**src/rtl/core/alle_pkg.sv**
```systemverilog
package alle_pkg;

  localparam int SLOT_W   = 8;
  localparam int VALUE_W  = 32;
  localparam int SLOTS    = 256;
  localparam int CAPACITY = SLOTS - 1;
  localparam int PV_W     = SLOT_W + 1;

  localparam logic [SLOT_W-1:0] LAST_SLOT = SLOT_W'(SLOTS - 1);
  localparam logic [SLOT_W-1:0] CAP_SLOTS = SLOT_W'(CAPACITY);

  localparam logic OP_INSERT = 1'b0;
  localparam logic OP_DELETE = 1'b1;

  localparam logic [1:0] ST_OK      = 2'd0;
  localparam logic [1:0] ST_NO_ELEM = 2'd1;
  localparam logic [1:0] ST_FULL    = 2'd2;

  typedef enum logic [2:0] {
    S_INIT,
    S_IDLE,
    S_READ,
    S_INS,
    S_INS2,
    S_DEL2,
    S_DONE
  } state_t;

  // next-link memory port
  typedef struct packed {
    logic              we;
    logic [SLOT_W-1:0] wa;
    logic [SLOT_W-1:0] wd;
    logic [SLOT_W-1:0] ra;
  } nx_req_t;

  // {in_use, prev} memory port
  typedef struct packed {
    logic              we;
    logic [SLOT_W-1:0] wa;
    logic [PV_W-1:0]   wd;
    logic [SLOT_W-1:0] ra;
  } pv_req_t;

  // value memory write port
  typedef struct packed {
    logic               we;
    logic [SLOT_W-1:0]  wa;
    logic [VALUE_W-1:0] wd;
  } val_req_t;

endpackage

```
**src/rtl/core/alle_ram.sv**
```systemverilog
module alle_ram #(
  parameter int WIDTH  = 8,
  parameter int DEPTH  = 256,
  parameter int ADDR_W = $clog2(DEPTH)
) (
  input  logic              clk,
  input  logic              we,
  input  logic [ADDR_W-1:0] wr_addr,
  input  logic [WIDTH-1:0]  wr_data,
  input  logic [ADDR_W-1:0] rd_addr,
  output logic [WIDTH-1:0]  rd_data
);

  logic [WIDTH-1:0] mem [DEPTH];

  always_ff @(posedge clk) begin
    if (we) begin
      mem[wr_addr] <= wr_data;
    end
    rd_data <= mem[rd_addr];
  end

endmodule

```
**src/rtl/core/alle_ctrl.sv**
```systemverilog
module alle_ctrl import alle_pkg::*; (
  input  logic               clk,
  input  logic               rst,
  input  logic               in_valid,
  output logic               in_stall,
  input  logic               op,
  input  logic [SLOT_W-1:0]  slot_index,
  input  logic [VALUE_W-1:0] item_value,
  output logic               out_valid,
  input  logic               out_stall,
  output logic [SLOT_W-1:0]  new_slot,
  output logic [1:0]         status,
  output logic [SLOT_W-1:0]  head_slot,
  output logic [SLOT_W-1:0]  tail_slot,
  output logic [SLOT_W-1:0]  count,
  output nx_req_t            nx_req,
  input  logic [SLOT_W-1:0]  nx_rd,
  output pv_req_t            pv_req,
  input  logic [PV_W-1:0]    pv_rd,
  output val_req_t           val_req
);

  state_t             state, state_next;
  logic               op_q;
  logic [SLOT_W-1:0]  idx_q;
  logic [VALUE_W-1:0] val_q;
  logic [SLOT_W-1:0]  after;
  logic [SLOT_W-1:0]  res_slot;
  logic [1:0]         res_status;
  logic [SLOT_W-1:0]  head;
  logic [SLOT_W-1:0]  tail;
  logic [SLOT_W-1:0]  free_head;
  logic [SLOT_W-1:0]  elem_count;
  logic [SLOT_W-1:0]  init_cnt;
  logic               live;
  logic               full;
  logic               out_free;
  logic [SLOT_W-1:0]  rd_prev;

  assign rd_prev  = pv_rd[SLOT_W-1:0];
  assign live     = pv_rd[SLOT_W] && (idx_q != '0);
  assign full     = (elem_count >= CAP_SLOTS) || (free_head == '0);
  assign out_free = !out_valid || !out_stall;

  always_ff @(posedge clk) begin
    if (rst) begin
      state <= S_INIT;
    end else begin
      state <= state_next;
    end
  end

  always_comb begin
    state_next = state;
    in_stall   = 1'b1;
    nx_req     = '0;
    pv_req     = '0;
    val_req    = '0;
    nx_req.ra  = idx_q;
    pv_req.ra  = idx_q;
    unique case (state)
      S_INIT: begin
        nx_req.we = 1'b1;
        nx_req.wa = init_cnt;
        nx_req.wd = (init_cnt == '0 || init_cnt == LAST_SLOT) ? '0 : init_cnt + 1'b1;
        pv_req.we = 1'b1;
        pv_req.wa = init_cnt;
        pv_req.wd = '0;
        if (init_cnt == LAST_SLOT) begin
          state_next = S_IDLE;
        end
      end
      S_IDLE: begin
        in_stall  = 1'b0;
        nx_req.ra = slot_index;
        pv_req.ra = slot_index;
        if (in_valid) begin
          state_next = S_READ;
        end
      end
      S_READ: begin
        if (op_q == OP_INSERT) begin
          if ((idx_q != '0 && !live) || full) begin
            state_next = S_DONE;
          end else begin
            nx_req.ra  = free_head;
            state_next = S_INS;
          end
        end else if (!live) begin
          state_next = S_DONE;
        end else begin
          // unlink: next[p] = q, prev[q] = p
          nx_req.we  = 1'b1;
          nx_req.wa  = rd_prev;
          nx_req.wd  = nx_rd;
          pv_req.we  = 1'b1;
          pv_req.wa  = nx_rd;
          pv_req.wd  = {nx_rd != '0, rd_prev};
          state_next = S_DEL2;
        end
      end
      S_INS: begin
        nx_req.we  = 1'b1;
        nx_req.wa  = res_slot;
        nx_req.wd  = after;
        pv_req.we  = 1'b1;
        pv_req.wa  = res_slot;
        pv_req.wd  = {1'b1, idx_q};
        val_req.we = 1'b1;
        val_req.wa = res_slot;
        val_req.wd = val_q;
        state_next = S_INS2;
      end
      S_INS2: begin
        nx_req.we  = 1'b1;
        nx_req.wa  = idx_q;
        nx_req.wd  = res_slot;
        pv_req.we  = 1'b1;
        pv_req.wa  = after;
        pv_req.wd  = {after != '0, res_slot};
        state_next = S_DONE;
      end
      S_DEL2: begin
        nx_req.we  = 1'b1;
        nx_req.wa  = idx_q;
        nx_req.wd  = free_head;
        pv_req.we  = 1'b1;
        pv_req.wa  = idx_q;
        pv_req.wd  = '0;
        state_next = S_DONE;
      end
      S_DONE: begin
        if (out_free) begin
          state_next = S_IDLE;
        end
      end
      default: begin
        state_next = S_INIT;
      end
    endcase
  end

  always_ff @(posedge clk) begin
    if (rst) begin
      out_valid  <= 1'b0;
      head       <= '0;
      tail       <= '0;
      free_head  <= SLOT_W'(1);
      elem_count <= '0;
      init_cnt   <= '0;
    end else begin
      if (state == S_DONE && out_free) begin
        out_valid <= 1'b1;
      end else if (!out_stall) begin
        out_valid <= 1'b0;
      end
      case (state)
        S_INIT: begin
          init_cnt <= init_cnt + 1'b1;
        end
        S_READ: begin
          if (op_q == OP_DELETE && live) begin
            if (rd_prev == '0) begin
              head <= nx_rd;
            end
            if (nx_rd == '0) begin
              tail <= rd_prev;
            end
          end
        end
        S_INS: begin
          free_head <= nx_rd;
        end
        S_INS2: begin
          if (idx_q == '0) begin
            head <= res_slot;
          end
          if (after == '0) begin
            tail <= res_slot;
          end
          elem_count <= elem_count + 1'b1;
        end
        S_DEL2: begin
          free_head <= idx_q;
          if (elem_count != '0) begin
            elem_count <= elem_count - 1'b1;
          end
        end
        default: begin
        end
      endcase
    end
  end

  always_ff @(posedge clk) begin
    case (state)
      S_IDLE: begin
        op_q       <= op;
        idx_q      <= slot_index;
        val_q      <= item_value;
        res_slot   <= '0;
        res_status <= ST_OK;
      end
      S_READ: begin
        after <= nx_rd;
        if (op_q == OP_INSERT) begin
          if (idx_q != '0 && !live) begin
            res_status <= ST_NO_ELEM;
          end else if (full) begin
            res_status <= ST_FULL;
          end else begin
            res_slot <= free_head;
          end
        end else if (!live) begin
          res_status <= ST_NO_ELEM;
        end
      end
      S_DONE: begin
        if (out_free) begin
          new_slot  <= res_slot;
          status    <= res_status;
          head_slot <= head;
          tail_slot <= tail;
          count     <= elem_count;
        end
      end
      default: begin
      end
    endcase
  end

  a_count_range: assert property (@(posedge clk) disable iff (rst)
    elem_count <= CAP_SLOTS)
    else $error("element count above capacity");

  // on insert, free_head advances in the cycle before the count does
  a_free_avail: assert property (@(posedge clk) disable iff (rst)
    (elem_count < CAP_SLOTS && state != S_INS2) |-> (free_head != '0))
    else $error("free chain empty while list not full");

  a_empty_ends: assert property (@(posedge clk) disable iff (rst)
    (elem_count == '0 && state != S_READ && state != S_DEL2) |-> (head == '0 && tail == '0))
    else $error("empty list with nonzero head or tail");

  a_ok_slot: assert property (@(posedge clk) disable iff (rst)
    (state == S_DONE && op_q == OP_INSERT && res_status == ST_OK) |-> (res_slot != '0))
    else $error("successful insert without a slot");

endmodule

```
**src/rtl/core/array_linked_list_engine.sv**
```systemverilog
// channel  | handshake              | fields
// ---------+------------------------+----------------------------------------------
// input    | in_valid / in_stall    | op, slot_index, item_value
// output   | out_valid / out_stall  | new_slot, status, head_slot, tail_slot, count
//
// Insert: read links, read free chain, two link writes, result. Delete: read links and unlink,
// free-chain write, result. Rejected: read links, result. Each link memory has one write port.
// After reset an init sweep over all 256 slots loads the free chain; in_stall is high meanwhile.
// The result sits in an output register; a stall there holds the engine in its result step.
module array_linked_list_engine import alle_pkg::*; (
  input  logic               clk,
  input  logic               rst,
  input  logic               in_valid,
  output logic               in_stall,
  input  logic               op,
  input  logic [SLOT_W-1:0]  slot_index,
  input  logic [VALUE_W-1:0] item_value,
  output logic               out_valid,
  input  logic               out_stall,
  output logic [SLOT_W-1:0]  new_slot,
  output logic [1:0]         status,
  output logic [SLOT_W-1:0]  head_slot,
  output logic [SLOT_W-1:0]  tail_slot,
  output logic [SLOT_W-1:0]  count
);

  nx_req_t           nx_req;
  pv_req_t           pv_req;
  val_req_t          val_req;
  logic [SLOT_W-1:0] nx_rd;
  logic [PV_W-1:0]   pv_rd;

  alle_ctrl u_ctrl (
    .clk        (clk),
    .rst        (rst),
    .in_valid   (in_valid),
    .in_stall   (in_stall),
    .op         (op),
    .slot_index (slot_index),
    .item_value (item_value),
    .out_valid  (out_valid),
    .out_stall  (out_stall),
    .new_slot   (new_slot),
    .status     (status),
    .head_slot  (head_slot),
    .tail_slot  (tail_slot),
    .count      (count),
    .nx_req     (nx_req),
    .nx_rd      (nx_rd),
    .pv_req     (pv_req),
    .pv_rd      (pv_rd),
    .val_req    (val_req)
  );

  alle_ram #(.WIDTH(SLOT_W), .DEPTH(SLOTS)) u_next_ram (
    .clk     (clk),
    .we      (nx_req.we),
    .wr_addr (nx_req.wa),
    .wr_data (nx_req.wd),
    .rd_addr (nx_req.ra),
    .rd_data (nx_rd)
  );

  alle_ram #(.WIDTH(PV_W), .DEPTH(SLOTS)) u_prev_ram (
    .clk     (clk),
    .we      (pv_req.we),
    .wr_addr (pv_req.wa),
    .wr_data (pv_req.wd),
    .rd_addr (pv_req.ra),
    .rd_data (pv_rd)
  );

  alle_ram #(.WIDTH(VALUE_W), .DEPTH(SLOTS)) u_value_ram (
    .clk     (clk),
    .we      (val_req.we),
    .wr_addr (val_req.wa),
    .wr_data (val_req.wd),
    .rd_addr (val_req.wa),
    .rd_data ()
  );

endmodule
```
**config.mk**
```make
export PLATFORM = sky130hd
export DESIGN_NAME = array_linked_list_engine
export DESIGN_NICKNAME = d
export VERILOG_FILES = /design/src/rtl/core/alle_pkg.sv /design/src/rtl/core/alle_ram.sv /design/src/rtl/core/alle_ctrl.sv /design/src/rtl/core/array_linked_list_engine.sv
export SDC_FILE = /design/constraint.sdc
export NUM_CORES = 2
export LEC_CHECK = 0
export ABC_CLOCK_PERIOD_IN_PS = 9950
export BUFFER_PORTS_ARGS = -buffer_cell sky130_fd_sc_hd__buf_2
export CORE_ASPECT_RATIO = 0.9
export CORE_UTILIZATION = 45
export CTS_CLUSTER_SIZE = 16
export DETAILED_ROUTE_END_ITERATION = 8
export HOLD_SLACK_MARGIN = 0.1
export PLACE_DENSITY = 0.74
export RECOVER_POWER = 100
export SYNTH_ARGS = -nofsm -noshare
export SYNTH_HDL_FRONTEND = slang
export SYNTH_HIERARCHICAL = 1
export SYNTH_MEMORY_MAX_BITS = 65536
export SYNTH_SLANG_ARGS = --single-unit
```
**constraint.sdc**
```tcl
create_clock -name clk -period 9.95 [get_ports clk]
set_input_delay 1.99 -clock clk [delete_from_list [all_inputs] [get_ports clk]]
set_output_delay 1.99 -clock clk [all_outputs]
set_load 0.01 [all_outputs]
```
# == Word-level counts from Yosys, hierarchy flattened ==
# Memories as Yosys holds them, arrays and structs flattened. A register that Yosys moved wholly into a read port is not among the register bits.
# Cells that the tools add are included.
# op_classes
eq_ne,22
add_sub_neg,3
muxes,45
n_lt_le_gt_ge,1
n_reduce_logical,34
# op_table
cell,count
$mux 8,14
$pmux 8 s2,6
$pmux 18 s5,1
$pmux 17 s5,1
$logic_not 8->1,6
$mux 18,2
$mux 17,2
$reduce_bool 8->1,4
$ne 2x1->1 const B,9
$pmux 3 s6,1
$add 8x1->8 const B,2
$mux 3,5
$reduce_and 4->1,3
$mux 2,5
$eq 3x3->1 const B,3
$eq 8x8->1 const B,1
$ge 8x8->1 const B,1
$ne 2x2->1 const B,4
$reduce_bool 2->1,4
$sub 8x1->8 const B,1
$mux 1,7
$eq 3x2->1 const B,2
$reduce_and 3->1,2
$logic_and 1x1->1,4
9 further kinds,15
# word_totals
n_memories,2
ff_bits,105
output_inout_bits,36
inputBits,45
elab_cells,124
mem_bits_rw,4352
# memory_table
memory,depth,width,read_ports,rd_ports_with_merged_regs,wr,line,source
u_prev_ram.mem,256,9,1,1,1,alle_ram.sv:14,logic [WIDTH-1:0] mem [DEPTH];
u_next_ram.mem,256,8,1,1,1,alle_ram.sv:14,

# == Longest topological paths before layout ==
# logic_depth
depth_word,8
mapped_depth,19

# == Cells and area by module ==
# The synthesis kept the hierarchy.
# by_module_without_submodules
module,n_inst,cells_each,area_per_inst_um2
alle_ram at u_prev_ram,1,4237,89278.1
alle_ram at u_next_ram,1,3733,79556.3
alle_ctrl,1,628,6578.8

# == Least setup slack after synthesis ==
# OpenSTA, ideal clock, no wires.
# synth_timing
path_type,register to register
startpoint,register u_ctrl.state[0]
endpoint,memory u_next_ram.mem[0][0] (data pin)
arrival_time_ps,9144
setup_ps,1730
stages_incl_launch_ff,7
setup_slack_ps,-924
cell_sequence,dfxtp_1 -> buf_2 -> or3_1 -> clkbuf_1 -> a211oi_1 -> nand2_1 -> a31oi_1
# synth_rtl
element,line,source
"start, declared",alle_ctrl.sv:23,"state_t state, state_next;"
"start signal, assigned",alle_ctrl.sv:49,state <= state_next;
"end, declared",alle_ram.sv:14,

==> impl_metrics.py <==
metrics = {
    "logic_synthesis": {
        "synth_cells": 8526,
        "avgSynthCellArea_sq_um": 20.4,
        "syn_area_sq_um": 174000,
        "yosysWarnings": 6,
        "syn_nets": 8582,
    },
    "outcome": {
        "failed_checks": "capacitance limit, slew limit",
        "outcome": "finished with violations",
    },
    "clock_tree": {
        "cts_tree": "built",
        "post_cts_buffers": 0,
        "cts.path.max_buffers": 4,
        "root_buffer": "clkbuf_16",
        "cts-hold-fix-buffers": 0,
        "cts_buffers": 421,
        "cts_resized": 0,
        "worstSkewPairLatency_ns": 0.99,
        "path_clk_slew_ns": 0.07,
        "cts.htree.levels": 5,
        "cts.sink_count": 4474,
    },
    "power": {
        "clock_power_share": 0.383,
        "seq_power_share": 0.481,
        "switchingPower_mw": 10.8,
        "pwr-share-comb": 0.136,
        "power.leakage_nw": 53.1,
        "p_sw_frac": 0.252,
        "power.density_nw_per_um2": 222,
        "power.total_mw": 43.1,
        "irDropWorstVdd_mv": 0.188,
        "p_int_mw": 32.2,
    },
    "sta": {
        "maxSlewViolCount": 1286,
        "setup_viol": 0,
        "fin_skew_ns": 0.0666,
        "period_minus_slack_ns": 8.21,
        "timing_worst_slew_pin_value_ns": 3.77,
        "setup_ws_ns": 1.74,
        "rsz0062_at_grt": "no",
        "fmax_mhz": 122,
        "period_share": 0.825,
        "max_slew_margin": -1.53,
        "hold_viol": 0,
        "holdWs_ns": 0.440,
    },
    "worst_hold_path": {
        "hold_path_end": "u_ctrl/status[1]$_DFFE_PP_",
        "hold_class": "reg -> reg",
        "worstHoldStart": "u_ctrl/res_status[1]$_SDFFCE_PP0P_",
        "hold_depth": 0,
    },
    "place": {
        "gp_congestion": 0.927,
        "port_buffers": 48,
        "hpwl_mm": 255,
        "dp_slack_ns": 3.06,
        "place_area_sq_um": 180000,
    },
    "worst_setup_path": {
        "crit_path_cell_trace": "clkbuf_1, or3_1, clkinvlp_2, nand2_4, nor2_2, nand2_1, a31oi_1, clkbuf_1, nor2_1, nand4_1, clkbuf_1, nor2_1",
        "ff2ff_setup_slack_ns": 1.74,
        "required_ns": 10.53,
        "cp.depth": 12,
        "crit_fanout": 38,
        "cp_top_family": "buffers and inverters",
        "start_kind": "flop",
        "rr_startpoint": "u_ctrl/state[0]$_SDFFE_PP0P_",
        "end_kind": "flop",
        "crit_arrival_ns": 8.78,
        "slowest_stage": "clkinvlp_2",
        "reg2regPathDepth": 12,
        "crit_path_frequent_cell": "clkbuf_1",
        "max_stage_delay_ns": 1.47,
        "r2r_end": "u_prev_ram/mem[243][1]$_DFFE_PP_",
        "critical_path_class": "reg -> reg",
        "path_buf_inv": 4,
    },
    "detailed_routing": {
        "drt_iter0_drc": 13700,
        "finalWirelength_mm": 430,
        "vias": 88800,
        "drtPass1Iterations": 9,
        "final_antenna_net_count": 0,
        "wire_per_inst_um": 30.4,
        "remaining_drc_errors": 0,
        "routed_via_density": 6.28,
    },
    "floorplanning": {
        "die_h_um": 592,
        "chipWidth_um": 658,
        "dieArea_sq_um": 390000,
        "rows": 216,
        "start_util": 0.453,
        "core-area_sq_um": 385000,
        "ios": 81,
    },
    "grt": {
        "antenna_found_initial": 30,
        "grt_max_degree": 257,
        "grt_pass1_vias": 87700,
        "grt_pass1_wl_mm": 616,
        "overflow": 0,
        "grt_util_all_layers": 0.215,
    },
    "final_layout": {
        "final_area_sq_um": 194000,
        "fin_nets": 8687,
        "final_util": 0.503,
        "syn2layout_area_growth_pct": 11.2,
        "drive_above_1_share": 0.203,
    },
    "flow_run": {
        "maxCapViolCount": 27,
    },
}
==> cells in the final DEF, fill, tap and decap left out, types with 35 or more instances in the layout <==
master,n
dfxtp_1,69
nand2_1,142
nor2_1,630
o22ai_1,95
clkbuf_16,429
nand3_1,52
mux2i_1,325
mux4_2,921
nor4_1,55
buf_4,119
o221ai_1,81
a22oi_1,320
a21oi_1,247
a31oi_1,35
clkbuf_1,121
clkinv_1,85
bufinv_16,61
o21ai_0,46
nor2b_1,54
edfxtp_1,4405
nor3_1,52
clkinv_2,88
a211oi_1,57
==> layout make-up <==
type / count / area [sq um]
clock inverter: 285 / 3230
antenna: 26 / 65.1
multi-input combinational: 3509 / 37700
fill: 29400 / 191000
clock buffer: 496 / 11000
timing repair buffer: 213 / 1570
tap: 5123 / 6410
sequential: 4474 / 134000
inverter: 12 / 48.8
==> worst max-delay path by stage <==
stage / slack, ns / end / startpoint
2_1_floorplan: -0.64 / u_next_ram/mem[0][4]$_DFFE_PP_ / u_ctrl/state[2]$_SDFFE_PP0P_
5_1_grt: 1.56 / u_prev_ram/mem[64][6]$_DFFE_PP_ / u_ctrl/state[0]$_SDFFE_PP0P_
3_5_place_dp: 3.06 / u_next_ram/rd_data[4]$_DFF_P_ / slot_index[1]
4_1_cts: 3.56 / u_next_ram/mem[97][7]$_DFFE_PP_ / u_ctrl/state[1]$_SDFFE_PP0P_
6_report: 1.74 / u_prev_ram/mem[243][1]$_DFFE_PP_ / u_ctrl/state[0]$_SDFFE_PP0P_
3_3_place_gp: 3.10 / u_next_ram/rd_data[4]$_DFF_P_ / slot_index[1]
==> power by group through the flow <==
stage               Combinational [mW]  Clock, mW  Sequential (mW)
floorplan                         3.94          0             21.1
global placement                  5.65          0             21.1
finish                            5.86       16.5             20.7
detailed placement                5.72          0             21.1
CTS                               5.75       16.7             20.7
global route                      6.05       17.4             20.7
==> sequential cells by signal, summed over array words and instances (netlist names) <==
| name | flops |
|---|---|
| u_prev_ram/mem | 2304 |
| u_next_ram/mem | 2048 |
| u_prev_ram/rd_data | 9 |
| u_ctrl/after | 8 |
| u_ctrl/count | 8 |
| u_ctrl/elem_count | 8 |
| u_ctrl/free_head | 8 |
| u_ctrl/head | 8 |
| u_ctrl/head_slot | 8 |
| u_ctrl/idx_q | 8 |
| u_ctrl/init_cnt | 8 |
| u_ctrl/new_slot | 8 |
| u_ctrl/res_slot | 8 |
| u_ctrl/tail | 8 |
| u_ctrl/tail_slot | 8 |
| u_next_ram/rd_data | 8 |
| u_ctrl/state | 3 |
| u_ctrl/res_status | 2 |
| u_ctrl/status | 2 |
| u_ctrl/op_q | 1 |
| u_ctrl/out_valid | 1 |
==> worst register-to-register path, stage by stage (launching register included) <==
cell        delay, ns
dfxtp_1          0.33
clkbuf_1         1.08
or3_1            0.36
clkinvlp_2       1.47
nand2_4          0.47
nor2_2           0.22
nand2_1          0.20
a31oi_1          0.13
clkbuf_1         0.34
nor2_1           0.59
nand4_1          0.79
clkbuf_1         0.84
nor2_1           1.01
==> routing by layer <==
metal,vias to the layer above,GRT usage,share of wire
li1,35700,-,-
met1,46100,0.294,0.37
met2,6036,0.332,0.46
met3,913,0.0531,0.12
met4,6,0.0938,0.049
met5,-,0,0.000093
==> through the flow <==
step / std cells / TNS [ns]
3_5_place_dp: 13300 / 0
4_1_cts: 14100 / 0
2_1_floorplan: 8526 / -336.97
6_report: 14100 / 0
5_1_grt: 14100 / 0
3_3_place_gp: 13300 / 0
No activity file was read; power rests on OpenSTA's default activity.
